### src/rtl/assert_macros.svh
// ----------------------------------------------------------------------------
// Assertion macros
// Shared wrappers for the concurrent assertions of the RTL, clocked on clk
// and disabled while rst is high.
// ----------------------------------------------------------------------------
`ifndef ASSERT_MACROS_SVH
`define ASSERT_MACROS_SVH

// Property that must hold at every rising clock edge outside reset.
`define BTA_ASSERT(label, prop, msg) \
  label: assert property (@(posedge clk) disable iff (rst) prop) \
    else $error(msg);

// Condition that must never be true outside reset.
`define BTA_NEVER(label, expr, msg) \
  label: assert property (@(posedge clk) disable iff (rst) !(expr)) \
    else $error(msg);

`endif

### src/rtl/bta_pkg.sv
// ----------------------------------------------------------------------------
// Buddy tree allocator package
// Tree geometry constants, derived widths, node state codes, command and
// status codes, and the sequencer state type.
// ----------------------------------------------------------------------------
`default_nettype none

package bta_pkg;

  // Tree geometry.
  localparam int unsigned LEVELS      = 4;
  localparam int unsigned MIN_BLOCK   = 8;
  localparam int unsigned NODES       = (1 << LEVELS) - 1;
  localparam int unsigned TOTAL_UNITS = MIN_BLOCK << (LEVELS - 1);

  // Derived widths.
  localparam int unsigned NODE_W  = (LEVELS > 1) ? $clog2(NODES) : 1;
  localparam int unsigned DEPTH_W = (LEVELS > 1) ? $clog2(LEVELS) : 1;
  localparam int unsigned SPAN_W  = $clog2(TOTAL_UNITS + 1);

  typedef logic [NODE_W-1:0]  node_idx_t;
  typedef logic [DEPTH_W-1:0] depth_t;
  typedef logic [SPAN_W-1:0]  span_t;

  // State of one tree node.
  typedef enum logic [1:0] {
    NS_EMPTY   = 2'd0,
    NS_SPLIT   = 2'd1,
    NS_FULL    = 2'd2,
    NS_ALLFULL = 2'd3
  } node_state_t;

  // Command codes.
  typedef enum logic {
    CMD_ALLOC = 1'b0,
    CMD_FREE  = 1'b1
  } cmd_t;

  // Result status codes.
  typedef enum logic [1:0] {
    ST_DONE      = 2'd0,
    ST_NO_FIT    = 2'd1,
    ST_NOT_ALLOC = 2'd2
  } status_t;

  // Sequencer states.
  typedef enum logic [3:0] {
    S_IDLE,
    S_A_RD,
    S_A_EV,
    S_A_UP,
    S_A_C1,
    S_A_C2,
    S_A_C3,
    S_F_RD,
    S_F_EV,
    S_F_UP,
    S_F_P0,
    S_F_P1,
    S_F_P2,
    S_F_P3
  } fsm_t;

endpackage

`default_nettype wire

### src/rtl/buddy_tree_allocator.sv
// Result: the result strobe follows in the cycle after the last step of a command; a
// rejected command (oversize request, address outside the region) has no steps.
// An allocate reads and evaluates each node visited and checks both children of each
// subtree given up. A free walks down the address path, then checks each parent and its
// children on the way up. One command at a time, paced by the registered node read.
// Reset (synchronous, active high) marks all nodes empty.
// ----------------------------------------------------------------------------
// Buddy tree allocator
// Allocates and frees power-of-two blocks from a region by walking a binary
// tree of node states kept in a small synchronous memory.
// ----------------------------------------------------------------------------
`default_nettype none

`include "assert_macros.svh"

module buddy_tree_allocator
  import bta_pkg::*;
(
  input  wire logic        clk,
  input  wire logic        rst,
  input  wire logic        start,
  output logic             busy,
  input  wire logic        command,
  input  wire logic [15:0] request_size,
  input  wire logic [31:0] free_address,
  input  wire logic        cfg_we,
  input  wire logic [31:0] cfg_wdata,
  output logic             done,
  output logic [1:0]       status,
  output logic [31:0]      block_address
);

  // Configuration and sequencer registers.
  logic [31:0] base_address;
  fsm_t        state, state_next;
  node_idx_t   node, node_next;
  depth_t      depth, depth_next;
  depth_t      tgt, tgt_next;
  span_t       span, span_next;
  span_t       blk_start, blk_start_next;
  span_t       off, off_next;
  logic        flag, flag_next;
  node_state_t ps, ps_next;

  // Node memory with per-entry valid bits; an invalid entry reads as empty.
  node_state_t node_mem [NODES];
  logic [NODES-1:0] node_vld;
  node_state_t rd_data;
  logic        rd_en, wr_en;
  node_idx_t   rd_addr, wr_addr;
  node_state_t wr_data;

  // Result of the current transaction.
  logic        fin;
  status_t     fin_status;
  logic [31:0] fin_addr;

  // Request decode.
  logic [31:0] size_eff;
  logic        too_big;
  depth_t      tgt_calc;
  logic [31:0] addr_diff;
  logic        in_range;
  span_t       half;

  function automatic logic is_taken(input node_state_t s);
    is_taken = (s == NS_FULL) || (s == NS_ALLFULL);
  endfunction

  function automatic node_idx_t lo_child(input node_idx_t n);
    lo_child = node_idx_t'({n, 1'b1});
  endfunction

  function automatic node_idx_t hi_child(input node_idx_t n);
    hi_child = node_idx_t'({n, 1'b1}) + node_idx_t'(1);
  endfunction

  function automatic node_idx_t parent_of(input node_idx_t n);
    parent_of = node_idx_t'((n - node_idx_t'(1)) >> 1);
  endfunction

  assign busy = (state != S_IDLE);
  assign half = span >> 1;

  // Size rounding and target level: the deepest level whose blocks still fit.
  always_comb begin
    size_eff = (request_size < 16'(MIN_BLOCK)) ? 32'(MIN_BLOCK) : {16'd0, request_size};
    too_big  = size_eff > 32'(TOTAL_UNITS);
    tgt_calc = '0;
    for (int d = 0; d < LEVELS; d++) begin
      if (size_eff <= (32'(TOTAL_UNITS) >> d)) begin
        tgt_calc = depth_t'(d);
      end
    end
  end

  // Free address range check and offset into the region.
  assign addr_diff = free_address - base_address;
  assign in_range  = (free_address >= base_address) && (addr_diff < 32'(TOTAL_UNITS));

  // Configuration register.
  always_ff @(posedge clk) begin
    if (rst) begin
      base_address <= '0;
    end else if (cfg_we) begin
      base_address <= cfg_wdata;
    end
  end

  // Node memory: one write port, one registered read port.
  always_ff @(posedge clk) begin
    if (wr_en) begin
      node_mem[wr_addr] <= wr_data;
    end
    if (rd_en) begin
      rd_data <= node_vld[rd_addr] ? node_mem[rd_addr] : NS_EMPTY;
    end
  end

  always_ff @(posedge clk) begin
    if (rst) begin
      node_vld <= '0;
    end else if (wr_en) begin
      node_vld[wr_addr] <= 1'b1;
    end
  end

  // Sequencer state register.
  always_ff @(posedge clk) begin
    if (rst) begin
      state <= S_IDLE;
    end else begin
      state <= state_next;
    end
  end

  // Walk registers.
  always_ff @(posedge clk) begin
    node      <= node_next;
    depth     <= depth_next;
    tgt       <= tgt_next;
    span      <= span_next;
    blk_start <= blk_start_next;
    off       <= off_next;
    flag      <= flag_next;
    ps        <= ps_next;
  end

  // Result output register.
  always_ff @(posedge clk) begin
    if (rst) begin
      done <= 1'b0;
    end else begin
      done <= fin;
    end
  end

  always_ff @(posedge clk) begin
    if (fin) begin
      status        <= fin_status;
      block_address <= fin_addr;
    end
  end

  // Next state, memory accesses and results. The sequencer never reads and
  // writes the memory in the same cycle, so a read always sees earlier writes.
  always_comb begin
    state_next     = state;
    node_next      = node;
    depth_next     = depth;
    tgt_next       = tgt;
    span_next      = span;
    blk_start_next = blk_start;
    off_next       = off;
    flag_next      = flag;
    ps_next        = ps;
    rd_en          = 1'b0;
    rd_addr        = node;
    wr_en          = 1'b0;
    wr_addr        = node;
    wr_data        = NS_EMPTY;
    fin            = 1'b0;
    fin_status     = ST_DONE;
    fin_addr       = '0;

    case (state)
      S_IDLE: begin
        if (start) begin
          node_next      = '0;
          depth_next     = '0;
          span_next      = span_t'(TOTAL_UNITS);
          blk_start_next = '0;
          if (cmd_t'(command) == CMD_ALLOC) begin
            if (too_big) begin
              fin        = 1'b1;
              fin_status = ST_NO_FIT;
            end else begin
              tgt_next   = tgt_calc;
              state_next = S_A_RD;
            end
          end else begin
            if (!in_range) begin
              fin        = 1'b1;
              fin_status = ST_NOT_ALLOC;
            end else begin
              off_next   = addr_diff[SPAN_W-1:0];
              state_next = S_F_RD;
            end
          end
        end
      end

      // Allocate: read the current node.
      S_A_RD: begin
        rd_en      = 1'b1;
        state_next = S_A_EV;
      end

      // Allocate: take an empty node at the target level, descend into a node that is not taken, or give up.
      S_A_EV: begin
        if (depth == tgt) begin
          if (rd_data == NS_EMPTY) begin
            wr_en      = 1'b1;
            wr_data    = NS_FULL;
            fin        = 1'b1;
            fin_status = ST_DONE;
            fin_addr   = base_address + 32'(blk_start);
            state_next = S_IDLE;
          end else begin
            state_next = S_A_UP;
          end
        end else if (is_taken(rd_data)) begin
          state_next = S_A_UP;
        end else begin
          if (rd_data == NS_EMPTY) begin
            wr_en   = 1'b1;
            wr_data = NS_SPLIT;
          end
          node_next  = lo_child(node);
          depth_next = depth + depth_t'(1);
          span_next  = half;
          state_next = S_A_RD;
        end
      end

      // Allocate: the current subtree failed; try the upper sibling, back up, or report no fit at the root.
      S_A_UP: begin
        if (depth == '0) begin
          fin        = 1'b1;
          fin_status = ST_NO_FIT;
          state_next = S_IDLE;
        end else if (node[0]) begin
          node_next      = node + node_idx_t'(1);
          blk_start_next = blk_start + span;
          state_next     = S_A_RD;
        end else begin
          node_next      = parent_of(node);
          depth_next     = depth - depth_t'(1);
          blk_start_next = blk_start - span;
          span_next      = span_t'(span << 1);
          state_next     = S_A_C1;
        end
      end

      // Allocate: mark a failed parent all-full when both children are taken.
      S_A_C1: begin
        rd_en      = 1'b1;
        rd_addr    = lo_child(node);
        state_next = S_A_C2;
      end

      S_A_C2: begin
        flag_next  = is_taken(rd_data);
        rd_en      = 1'b1;
        rd_addr    = hi_child(node);
        state_next = S_A_C3;
      end

      S_A_C3: begin
        if (flag && is_taken(rd_data)) begin
          wr_en   = 1'b1;
          wr_data = NS_ALLFULL;
        end
        state_next = S_A_UP;
      end

      // Free: read the node on the address path.
      S_F_RD: begin
        rd_en      = 1'b1;
        state_next = S_F_EV;
      end

      // Free: empty the full node, follow the address one level down, or refuse the free at the deepest level.
      S_F_EV: begin
        if (rd_data == NS_FULL) begin
          wr_en      = 1'b1;
          wr_data    = NS_EMPTY;
          state_next = S_F_UP;
        end else if (depth == depth_t'(LEVELS - 1)) begin
          fin        = 1'b1;
          fin_status = ST_NOT_ALLOC;
          state_next = S_IDLE;
        end else begin
          span_next  = half;
          depth_next = depth + depth_t'(1);
          if (off < blk_start + half) begin
            node_next = lo_child(node);
          end else begin
            node_next      = hi_child(node);
            blk_start_next = blk_start + half;
          end
          state_next = S_F_RD;
        end
      end

      // Free: climb to the parent, or finish at the root.
      S_F_UP: begin
        if (depth == '0) begin
          fin        = 1'b1;
          fin_status = ST_DONE;
          state_next = S_IDLE;
        end else begin
          node_next  = parent_of(node);
          depth_next = depth - depth_t'(1);
          state_next = S_F_P0;
        end
      end

      // Free: reopen an all-full parent and merge two empty buddies.
      S_F_P0: begin
        rd_en      = 1'b1;
        state_next = S_F_P1;
      end

      S_F_P1: begin
        ps_next    = rd_data;
        rd_en      = 1'b1;
        rd_addr    = lo_child(node);
        state_next = S_F_P2;
      end

      S_F_P2: begin
        flag_next  = (rd_data == NS_EMPTY);
        rd_en      = 1'b1;
        rd_addr    = hi_child(node);
        state_next = S_F_P3;
      end

      S_F_P3: begin
        wr_en = 1'b1;
        if (flag && (rd_data == NS_EMPTY)) begin
          wr_data = NS_EMPTY;
        end else if (ps == NS_ALLFULL) begin
          wr_data = NS_SPLIT;
        end else begin
          wr_data = ps;
        end
        state_next = S_F_UP;
      end

      default: begin
        state_next = S_IDLE;
      end
    endcase
  end

  // Checks on the sequencer.
  `BTA_NEVER(a_rw_overlap, rd_en && wr_en, "node memory read and write in one cycle")
  `BTA_ASSERT(a_wr_busy, wr_en |-> busy, "node memory written while idle")
  `BTA_ASSERT(a_done_src, done |-> $past(busy || start), "result without a transaction")
  `BTA_NEVER(a_fail_zero, done && status != ST_DONE && block_address != '0, "address on failure")
  `BTA_ASSERT(a_accept_moves, (start && !busy) |=> (busy || done), "accepted command stalled")

endmodule

`default_nettype wire

### config.mk
export PLATFORM = sky130hd
export DESIGN_NAME = buddy_tree_allocator
export DESIGN_NICKNAME = d
export VERILOG_FILES = /design/src/rtl/bta_pkg.sv /design/src/rtl/buddy_tree_allocator.sv
export VERILOG_INCLUDE_DIRS = /design/src /design/src/rtl
export SDC_FILE = /design/constraint.sdc
export NUM_CORES = 1
export LEC_CHECK = 0
export BUFFER_PORTS_ARGS = -buffer_cell sky130_fd_sc_hd__buf_2
export CAP_MARGIN = 0
export CORE_UTILIZATION = 40
export DETAILED_ROUTE_END_ITERATION = 12
export GPL_TIMING_DRIVEN = 1
export HOLD_SLACK_MARGIN = 0.06
export PLACE_DENSITY = 0.58
export SLEW_MARGIN = 10
export SYNTH_ARGS = -nofsm -noshare
export SYNTH_HDL_FRONTEND = slang
export SYNTH_SLANG_ARGS = --single-unit
### constraint.sdc
create_clock -name clk -period 4.8 [get_ports clk]
set_clock_uncertainty 0.2 [all_clocks]
set_input_delay 0.72 -clock clk [delete_from_list [all_inputs] [get_ports clk]]
set_output_delay 0.72 -clock clk [all_outputs]
set_load 0.03 [all_outputs]
Word level (Yosys, flattened, before mapping)
Memories as Yosys holds them, arrays and structs flattened. A register that Yosys moved wholly into a read port is not among the register bits. Index checks and enable logic that the tools add are counted.

Shift-type cells: 0. Div/mod/pow operators: 0. Bitwise gates (word level): 3. $mul: 0. $lt $le $gt $ge: 11. Reduce and logical (&&, ||, !) cells: 27. Mux-type cells: 90. Add/subtract/negate cells: 10. Eq/ne operators: 29.

Operators by type and width (number): $mux W7 (13); $mux W4 (16); $pmux W4 S14 (1); $mux W2 (20); $add A32 B7 Y32 (1); $ge A32 B32 Y1 (1); $lt A32 B7 Y1 const B (1); $sub A32 B32 Y32 (1); $pmux W7 S4 (1); $eq A4 B4 Y1 const B (6); $mux W1 (24); $pmux W7 S3 (1); $pmux W4 S5 (1); $ne A2 B2 Y1 const B (9); $eq A4 B3 Y1 const B (4); $gt A16 B7 Y1 const B (1); $le A16 B4 Y1 const B (1); $le A16 B5 Y1 const B (1); $le A16 B6 Y1 const B (1); $lt A16 B4 Y1 const B (1); $mux W16 (1); $reduce_and A8 Y1 (2); $or A15 B15 Y15 (1); $pmux W2 S3 (2); other kinds (38) (59).

Bits in latches: 0. Input port bits: 85. Memory bits (read-only): 0. RAM bits: 30. Word-level logic and storage cells: 186. Output and inout port bits: 36. Register bits: 118. Memories kept: 1.

Memories: node_mem (depth 15, width 2, read ports 1, clocked after memory_dff 1, wr ports 1, RTL line buddy_tree_allocator.sv:46) `node_state_t node_mem [NODES];`.

Logic depth before layout (Yosys ltp)
Gate-level depths: netlist of run 1.

Depth after elaboration: 7. Gate-level depth with buffers: 14. Depth with buffers taken out: 14.

Worst setup path after synthesis of run 1
Ideal clock, no wire load.

Path type: input to register. From: in free_address[0]. To: reg off[0] (enable). Slack: 446 ps. Library setup time: 365 ps. Cell stages on the path: 13. Arrival: 3789 ps. Buffers on the path: 0. Required time: 4235 ps. Path through: inv_1 ha_1 inv_1 fa_1 a21o_1 a221oi_4 nor2_2 a2111o_1 a2111o_1 nor4_2 nand4_1 nor4_2 nor2b_1.

Cells in the longest elaborated chain, start to end: 4. Elaborated cells between the ends (all ways): 5. Those cells by class: add/sub: 1; order compare: 2; reduce/logical: 2.

RTL lines: start, declared (RTL line buddy_tree_allocator.sv:25) `input wire logic [31:0] free_address,`; $sub A32 B32 Y32 (RTL line buddy_tree_allocator.sv:98) `assign addr_diff = free_address - base_address;`; $lt A32 B7 Y1 (RTL line buddy_tree_allocator.sv:99) `assign in_range = (free_address >= base_address) && (addr_diff < 32'(TOTAL_UNITS));`; $logic_and A1 B1 Y1 (*) (RTL line buddy_tree_allocator.sv:99); $reduce_and A4 Y1 (no source line) (*); end signal, assigned (RTL line buddy_tree_allocator.sv:144) `off <= off_next;`; end, declared (RTL line buddy_tree_allocator.sv:41) `span_t off, off_next;`.

Mark *: on every way between the ends. The rest lies on a longest branch, timed or not. A chain may end at the register's enable or synchronous reset.

Worst setup path in the final report of run 1
From: reg base_address[0]. To: reg off[4] (enable).

Cells in the longest elaborated chain, start to end: 4. Elaborated cells between the ends (all ways): 5. Those cells by class: add/sub: 1; order compare: 2; reduce/logical: 2.

RTL lines: start, declared (RTL line buddy_tree_allocator.sv:34) `logic [31:0] base_address;`; start signal, assigned (RTL line buddy_tree_allocator.sv:106) `base_address <= cfg_wdata;`; $sub A32 B32 Y32 (RTL line buddy_tree_allocator.sv:98); $lt A32 B7 Y1 (RTL line buddy_tree_allocator.sv:99); $logic_and A1 B1 Y1 (*) (RTL line buddy_tree_allocator.sv:99); $reduce_and A4 Y1 (no source line) (*).

Marks and branches as above.

==> results of run 1 <==
## critical path, cell delays in order (launching register included)
cell and delay (ns):
dfxtp_1 0.44, ha_1 0.22, inv_1 0.06, fa_1 0.39, a21o_1 0.24, a221oi_4 0.37
o311a_1 0.36, o21ai_1 0.14, nor4_1 0.18, a311oi_1 0.10, or4_1 0.55, nor4_2 0.16
buf_4 0.18, nor2b_1 0.13, buf_4 0.18
## cell usage in the layout (no fill, tap or decap), types with 22 or more instances in the layout
cell type	count
a21o_1	28
nand3_1	26
ha_1	63
xnor2_1	46
xor2_1	22
inv_1	72
nand2_1	70
mux2i_1	48
nor3_1	36
nor2_1	167
dfxtp_1	52
buf_2	120
o21ai_0	45
edfxtp_1	98
a21oi_1	58
## power by group
| group | switching [mW] | leakage, nW | total, mW | internal (mW) |
|---|---|---|---|---|
| logic | 1.13 | 3.10 | 1.86 | 0.737 |
| clock network | 0.611 | 0.289 | 1.33 | 0.721 |
| registers | 0.154 | 1.34 | 1.70 | 1.54 |
| total | 1.89 | 4.73 | 4.89 | 3.00 |
## worst paths after layout
check                end  slack (ns)
max               off[4]        0.60
min          node_vld[2]        0.27
max reg2reg       off[4]        0.60
min reg2reg  node_vld[2]        0.27
## logic make-up after synthesis
| family | share of synthesized area [%] |
|---|---|
| DFF | 38.6 |
| adders and majority gates | 8.42 |
| and+or+nand+nor | 19.4 |
| xor gates and xnor gates | 5.77 |
| AOI/OAI and AO/OA | 17.0 |
| buffers and inverters | 4.86 |
| muxes | 5.97 |
## stage by stage
stage               util [%]  std cells
finish                  46.7       1585
global route            46.7       1585
CTS                     46.7       1585
detailed placement      44.4       1553
global placement        44.4       1553
floorplan                  -       1147
## layer usage
layer  vias up  wire length (um)  share of wire (%)
met2       253             14100                 47
met4         0               737                2.5
met5         -                 0                  0
met1      4258             13700                 46
met3        47              1210                4.1
li1       4361                 -                  -
## layout make-up
| cell class | count | share of cell area (%) |
|---|---|---|
| flip-flops and latches | 150 | 33.8 |
| inverters | 72 | 2.29 |
| repair buffers | 133 | 6.02 |
| clock buffers | 19 | 3.85 |
| well taps | 330 | 3.50 |
| clock inverters | 13 | 1.11 |
| multi-input cells | 868 | 49.5 |
## flip-flops by register name, summed over array words and instances, names as in the netlist, 2 cells and up
signal / count
off: 7
base_address: 32
ps: 2
rd_data: 2
node_mem: 30
block_address: 32
status: 2
span: 7
node: 4
state: 4
depth: 2
tgt: 2
node_vld: 15
blk_start: 7
==> metrics.yaml, run 1 <==
finish:
  final_area_um2: 11800
  area_delta_synth_final_pct: 14.4
  area.sequential_um2: 3980
  finalNetCount: 1394
  layout-drive-gt1-share_pct: 15.1
  nFillCells: 2459
  antenna_cells: 0
  multi_input_area_um2: 5840
drt:
  dr.pass1.iters: 5
  ant_nets: 0
  vias: 8919
  drtIter0Drc: 683
  drt_wl_total_um: 29800
  wl_per_cell_um: 18.8
  drc: 0
  viasPerCell: 5.63
global_routing:
  grt_use_met1_pct: 30.9
  top_usage_layer: "met2"
  grt_max_degree: 53
  grtUsageMet3_pct: 2.39
  overflow: 0
  grt_pass1_wl_um: 46500
  grt_use_total_pct: 22.8
  antenna_found_initial: 0
  met2_usage_pct: 37.4
  grt_pass1_vias: 8566
timing:
  tns_ns: 0
  max_clock_freq_mhz: 238
  period_needed_ns: 4.20
  setup_viol: 0
  finalHoldViolations: 0
  finalCritPeriodShare_pct: 87.5
  whs_ns: 0.269
  rsz0062_at_grt: "no"
  setup_ws_ns: 0.600
  relSlewSlack_pct: 26.8
  tightest_slew_ns: 1.10
  slew_viol_final: 0
place:
  post_dp_cell_area_um2: 11200
  place_congestion: 0.965
  hpwlAfterDp_um: 22800
  portBuffers: 120
  post-place-ws_ns: 0.243
worst_setup_path:
  r2r_start: "base_address[0]"
  crit_required_ns: 4.73
  path_class: "flop to flop"
  reg2reg_depth: 14
  startpoint: "base_address[0]"
  crit_path_end_kind: "flop"
  crit_arrival_ns: 4.13
  start_kind: "flop"
  worstPathMaxFanout: 7
clocking:
  cts_buffers: 17
  postCtsSetupBuffers: 0
  cts_root_buf: "clkbuf_16"
  clockBufferDepth: 2
  clock-sinks: 150
  htreeDepth: 4
  post_cts_resize_count: 0
  cts_tree: "built"
  hold_buffers: 0
  clk_pin_slew_worst_paths_ns: 0.07
  clkLatencyLatePin_ns: 0.43
logic_synthesis:
  synthDistinctLibCells: 75
  synth_edf_count: 98
  ys_seq_elements: 150
  synth_top_area_share_pct: 28.5
  yosys-top-cells-area: "edfxtp_1 (29%), dfxtp_1 (10%), ha_1 (7.6%)"
  syn_inst: 1147
  async_reset_ff_share_pct: 0
  syn_avg_cell_area_um2: 8.99
  syn_nets: 1299
  ys_top_cells_by_count: "nor2_1 (167), edfxtp_1 (98), inv_1 (72)"
  synth_most_common_cell: "nor2_1"
  yosys_warnings: 0
  synth_ff_type: "edfxtp_1"
  yosys.area.top_type: "edfxtp_1"
  ys_seq_area_share_pct: 38.6
  syn-cell-area_um2: 10300
floorplanning:
  die_w_um: 163
  num_rows: 58
  die_y_um: 163
  die_area_um2: 26400
  pin_count: 121
  core-area_um2: 25300
  start_util_pct: 40.8
outcome:
  outcome: "complete, no violations"
hold_path:
  worstHoldStart: "node_vld[2]"
  hold_path.class: "flop to flop"
  holdPathStages: 2
power:
  ir_drop_v: 0.000208
  fin_total_pwr_mw: 4.89
  power_density_nw_per_um2: 414
  leakagePower_nw: 4.73
job:
  maxCapViolations: 0
No activity file was read; power rests on OpenSTA's default activity.
==> run 2, diff against run 1 <==
Settings changed: CORE_ASPECT_RATIO from default to 1.2, GPL_TIMING_DRIVEN 1 to default.
==> run 2 against run 1 <==
- combinational power up 3%
- critical endpoint is now done
- setup slack worse by 0.11 ns
- worst hold slack better by 0.0032 ns
- utilization up 0.65 points
- global-route usage up 0.40 points
- routed wire length up 0.79%
==> metrics.yaml, run 2 (same netlist as run 1, synthesis figures left out) <==
worst_setup_path:
  path_class: "flop to flop"
  crit_arrival_ns: 4.42  # +0.29 ns
  start_kind: "flop"
  worstPathMaxFanout: 35  # +28
  crit_required_ns: 4.90  # +0.17 ns
  crit_path_end_kind: "flop"
floorplanning:
  pin_count: 121  # unchanged
  start_util_pct: 40.6  # -0.21 points
  die_w_um: 149  # -8.6%
  die_y_um: 178  # +9.4%
  core-area_um2: 25400  # +0.52%
  die_area_um2: 26400  # about the same
  num_rows: 64  # +10%
clocking:
  post_cts_resize_count: 0  # unchanged
  clock-sinks: 150  # unchanged
  hold_buffers: 0  # unchanged
  htreeDepth: 4  # unchanged
  clkLatencyLatePin_ns: 0.43  # about the same
  postCtsSetupBuffers: 0  # unchanged
  cts_tree: "built"
  cts_buffers: 17  # unchanged
  clk_pin_slew_worst_paths_ns: 0.07  # about the same
  clockBufferDepth: 2  # unchanged
  cts_root_buf: "clkbuf_16"
power:
  leakagePower_nw: 4.86  # +2.8%
  ir_drop_v: 0.000249  # +20%
  power_density_nw_per_um2: 413  # -0.47%
finish:
  finalNetCount: 1423  # +2.1%
  instances_no_fill: 1614  # +1.8%
  area_delta_synth_final_pct: 16.6
  layout_commonest_cell: "nor2_1"
  final_cell_mix: "nor2_1 (167), buf_2 (120), edfxtp_1 (98)"
  reg.largest.list: "base_address: 32 flops, block_address: 32 flops, node_mem: 30 flops"
  antenna_cells: 0  # unchanged
  layout-drive-gt1-share_pct: 17.0  # +1.8 points
global_routing:
  grt_use_total_pct: 23.2  # +0.40 points
  grt_pass1_vias: 8809  # +2.8%
  grtUsageMet3_pct: 2.54  # +0.15 points
  grt_pass1_wl_um: 47100  # +1.3%
  met2_usage_pct: 40.6  # +3.1 points
  antenna_found_initial: 0  # unchanged
  grt_max_degree: 50  # -5.7%
  top_usage_layer: "met2"
  grt_use_met1_pct: 29.3  # -1.6 points
  overflow: 0  # unchanged
place:
  post-place-ws_ns: 0.0624  # -0.181 ns
  hpwlAfterDp_um: 23700  # +3.6%
  portBuffers: 120  # unchanged
  place_congestion: 0.986  # +2.2%
  placed_cells: 1582  # +1.9%
timing:
  setup_ws_ns: 0.485  # -0.115 ns
  period_needed_ns: 4.32  # +0.115 ns
  finalCritPeriodShare_pct: 89.9  # +2.4 points
  rsz0062_at_grt: "no"
  setup_viol: 0  # unchanged
  max_clock_freq_mhz: 232  # -2.7%
  relSlewSlack_pct: 24.9  # -1.9 points
  tightest_slew_ns: 1.12  # +0.0244 ns
  slew_viol_final: 0  # unchanged
  tns_ns: 0  # unchanged
  finalHoldViolations: 0  # unchanged
hold_path:
  hold_path.class: "flop to flop"
drt:
  drc: 0  # unchanged
  wl_per_cell_um: 18.6  # -1.0%
  dr.pass1.iters: 5  # unchanged
  drt_wl_total_um: 30000  # +0.79%
  ant_nets: 0  # unchanged
  drtIter0Drc: 539  # -21%
  vias: 9052  # +1.5%
  viasPerCell: 5.61  # -0.33%
job:
  maxCapViolations: 0  # unchanged
outcome:
  outcome: "complete, no violations"
==> run 2: worst max-delay path: stages, from the launching register on <==
cell and delay, ns:
dfxtp_1 0.44, inv_1 0.17, ha_1 0.41, buf_4 0.19
nand4_1 0.14, or3_1 0.51, a211o_1 0.36, o2111ai_1 0.12
a221oi_1 0.11, buf_4 0.15, nor4_1 0.27, nand4_1 0.14
nor4_2 0.25, buf_4 0.17, o21ai_4 0.29, nor2b_4 0.25
==> run 2: worst paths after layout <==
check                         from  cells after the start     endpoint  slack, ns
setup / recovery  base_address[14]                     15         done       0.48
hold / removal         node_vld[7]                      2  node_vld[7]       0.27
setup reg to reg  base_address[14]                     15         done       0.48
hold reg to reg        node_vld[7]                      2  node_vld[7]       0.27
==> run 2: layout make-up <==
type	instances	area [um2]
Clock buffer	17	425
Clock inverter	15	168
Fill cell	2460	13400
Inverter	72	270
Multi-Input combinational cell	868	5840
Sequential cell	150	3980
Tap cell	330	413
Timing Repair Buffer	162	928
==> run 2: metal layers <==
metal	vias to the layer above	wire [um]	part of all wire [%]
met5	-	0	0
met4	0	748	2.5
met3	41	1070	3.6
met2	213	14900	50
met1	4362	13200	44
li1	4436	-	-
==> run 2: power by group <==
| group | total, mW | switching [mW] | internal, mW |
|---|---|---|---|
| sequential | 1.70 | 0.153 | 1.54 |
| combinational | 1.91 | 1.15 | 0.762 |
| clock | 1.36 | 0.577 | 0.779 |
| total | 4.96 | 1.88 | 3.08 |
==> run 2: per-stage QoR <==
| stage | power, mW | utilization, % | hold WS, ns | instance area (um2) |
|---|---|---|---|---|
| after global placement | 3.61 | 45.0 | 0.245 | 11400 |
| final | 4.96 | 47.4 | 0.272 | 12000 |
| after CTS | 4.98 | 47.4 | 0.273 | 12000 |
| after floorplan | 3.07 | - | 0.224 | 10300 |
| after detailed placement | 3.61 | 45.0 | 0.258 | 11400 |
| after global routing | 5.25 | 47.4 | 0.299 | 12000 |
==> run 3, diff against run 2 <==
Settings changed: ABC_AREA from default to 1.
==> run 3 against run 2 <==
- worst hold slack worse by 0.0036 ns
- non-clock buffer count down 34
- clock-buffer cell count up 7
- largest cell class unchanged
- via count up 10%
- cell count up 18%
- routed wire length up 4.0%
- die area up 2.1%
==> metrics.yaml, run 3 <==
drt:
  vias: 9961  # +10%
  drt_wl_total_um: 31200  # +4.0%
  drtIter0Drc: 624  # +16%
  dr.pass1.iters: 6  # +1
  wl_per_cell_um: 16.3  # -12%
  ant_nets: 0  # unchanged
  drc: 0  # unchanged
  viasPerCell: 5.21  # -7.1%
timing:
  finalCritPeriodShare_pct: 82.2  # -7.7 points
  slew_viol_final: 0  # unchanged
  tightest_slew_ns: 1.00  # -0.118 ns
  tns_ns: 0  # unchanged
  finalHoldViolations: 0  # unchanged
  rsz0062_at_grt: "no"
  relSlewSlack_pct: 32.4  # +7.5 points
  max_clock_freq_mhz: 254  # +9.4%
  setup_viol: 0  # unchanged
  setup_ws_ns: 0.856  # +0.371 ns
  period_needed_ns: 3.94  # -0.371 ns
clocking:
  cts_tree: "built"
  postCtsSetupBuffers: 0  # unchanged
  clkLatencyLatePin_ns: 0.44  # about the same
  clock-sinks: 150  # unchanged
  cts_buffers: 17  # unchanged
  post_cts_resize_count: 0  # unchanged
  hold_buffers: 0  # unchanged
  clk_pin_slew_worst_paths_ns: 0.07  # about the same
  cts_root_buf: "clkbuf_16"
  clockBufferDepth: 2  # unchanged
  htreeDepth: 4  # unchanged
worst_setup_path:
  r2r_start: "base_address[0]"
  r2r_end: "block_address[22]"
  crit_path_top_delay_cell: "dfxtp_1"
  start_kind: "flop"
  reg2reg_depth: 17  # +2
  crit_required_ns: 4.69  # -0.21 ns
  crit_arrival_ns: 3.83  # -0.59 ns
  crit_path_end_kind: "flop"
  path_class: "flop to flop"
  critPathMostFrequentCell: "nand2_1"
  r2r_setup_slack_ns: 0.86  # +0.37 ns
  worstPathMaxFanout: 35  # unchanged
  crit_family: "simple AND/OR/NAND/NOR gates"
  crit_buf_inv: 2  # -2
  crit_chain: "ha_1 -> inv_1 -> fa_1 -> nand2_1 -> nand2_1 -> nand3_1 -> nand2_1 -> nand2_1 -> nand3_1 -> a21oi_1 -> o21ai_0 -> a21boi_0 -> nor2_1 -> nand2_1 -> nand2_1 -> nand3_2 -> buf_4"
  max_stage_delay_ns: 0.51  # about the same
logic_synthesis:
  async_reset_ff_share_pct: 0  # unchanged
  yosys.area.top_type: "edfxtp_1"
  syn_inst: 1446  # +26%
  synth_most_common_cell: "nand2_1"
  syn-cell-area_um2: 10500  # +2.1%
  ys_seq_area_share_pct: 37.8  # -0.78 points
  synth_top_area_share_pct: 27.9  # -0.58 points
  yosys-top-cells-area: "edfxtp_1 (28%), nand2_1 (12%), dfxtp_1 (9.9%)"
  synthDistinctLibCells: 60  # -20%
  syn_avg_cell_area_um2: 7.28  # -19%
  yosys_warnings: 0  # unchanged
  synth_ff_type: "edfxtp_1"
  syn_nets: 1598  # +23%
  synth_edf_count: 98  # unchanged
  ys_seq_elements: 150  # unchanged
  ys_top_cells_by_count: "nand2_1 (338), inv_1 (210), nor2_1 (167)"
hold_path:
  worstHoldStart: "node_vld[1]"
  min_to: "node_vld[1]"
  hold_path.class: "flop to flop"
  holdPathStages: 2  # unchanged
global_routing:
  grt_use_met1_pct: 28.7  # -0.57 points
  grt_max_degree: 36  # -28%
  antenna_found_initial: 0  # unchanged
  grt_use_total_pct: 23.8  # +0.56 points
  met2_usage_pct: 41.9  # +1.3 points
  grtUsageMet3_pct: 3.27  # +0.73 points
  top_usage_layer: "met2"
  grt_pass1_vias: 9692  # +10%
  grt_pass1_wl_um: 49000  # +4.0%
  overflow: 0  # unchanged
place:
  post-place-ws_ns: 0.602  # +0.540 ns
  hpwlAfterDp_um: 25300  # +6.8%
  portBuffers: 120  # unchanged
  post_dp_cell_area_um2: 11500  # +0.43%
  place_congestion: 0.960  # -2.7%
floorplanning:
  die_w_um: 150  # +1.0%
  core-area_um2: 25700  # +1.3%
  die_y_um: 180  # +1.0%
  die_area_um2: 27000  # +2.1%
  num_rows: 64  # unchanged
  start_util_pct: 41.0  # +0.33 points
  pin_count: 121  # unchanged
finish:
  area_delta_synth_final_pct: 14.8
  layout_commonest_cell: "nand2_1"
  final_cell_mix: "nand2_1 (338), inv_1 (210), nor2_1 (167)"
  final_core_util_pct: 47.0  # -0.35 points
  layout-drive-gt1-share_pct: 14.0  # -2.9 points
  finalNetCount: 1720  # +21%
  antenna_cells: 0  # unchanged
  area.sequential_um2: 3980  # unchanged
  multi_input_area_um2: 5550  # -5.0%
  nFillCells: 2627  # +6.8%
  reg.largest.list: "base_address: 32 flops, block_address: 32 flops, node_mem: 30 flops"
  final_area_um2: 12100  # +0.52%
power:
  fin_total_pwr_mw: 3.52  # -29%
  ir_drop_v: 0.000240  # -3.9%
  power_density_nw_per_um2: 291  # -30%
  leakagePower_nw: 5.58  # +15%
job:
  maxCapViolations: 0  # unchanged
outcome:
  outcome: "complete, no violations"
-- run 3: where the power goes --
| part | total [mW] | internal (mW) | switching (mW) |
|---|---|---|---|
| combinational | 0.703 | 0.227 | 0.476 |
| sequential | 1.45 | 1.41 | 0.0339 |
| clock | 1.37 | 0.797 | 0.570 |
-- run 3: layout make-up --
| cell class | instances | share of cell area, % |
|---|---|---|
| well taps | 330 | 3.42 |
| clock buffers | 24 | 4.44 |
| clock inverters | 8 | 0.580 |
| inverters | 234 | 7.27 |
| repair buffers | 128 | 5.46 |
| flip-flops and latches | 150 | 33.0 |
| multi-input cells | 1037 | 45.9 |
-- run 3: stage by stage --
stage	hold slack, ns	instances
after floorplan	0.233	1446
after global placement	0.249	1879
after detailed placement	0.259	1879
after CTS	0.273	1911
after global routing	0.304	1911
final	0.269	1911
-- run 3: worst max path at each step --
stage                                from  depth (start not counted)  slack (ns)                 to
after CTS                 base_address[0]                         17        0.88          status[0]
after global routing      base_address[7]                         16        0.65          status[1]
after detailed placement  free_address[0]                         19        0.60  block_address[27]
final                     base_address[0]                         17        0.86  block_address[22]
after global placement    free_address[0]                         19        0.62  block_address[27]
after floorplan           free_address[0]                         20        1.18   block_address[0]
-- run 3: cells by family (layout without fill, tap and decap cells) --
logic type	Yosys count	count (layout)	synth area share, %
and+or+nand+nor	687	687	28.4
AOI/OAI and AO/OA	259	259	14.1
buffers and inverters	259	394	9.49
DFF	150	150	37.8
adders and majority gates	67	67	8.25
xor gates and xnor gates	24	24	2.00
-- run 3: routing by layer --
layer / vias up / share of wire (%)
li1: 5027 / -
met1: 4614 / 42
met2: 276 / 50
met3: 44 / 4.7
met4: 0 / 3.0
met5: - / 0
-- run 3: worst reg2reg max path: stages, from the launching register on --
cell and delay [ns]:
dfxtp_1 0.51, ha_1 0.21, inv_1 0.07, fa_1 0.45
nand2_1 0.10, nand2_1 0.05, nand3_1 0.11, nand2_1 0.11
nand2_1 0.11, nand3_1 0.09, a21oi_1 0.26, o21ai_0 0.13
a21boi_0 0.37, nor2_1 0.16, nand2_1 0.11, nand2_1 0.08
nand3_2 0.07, buf_4 0.38
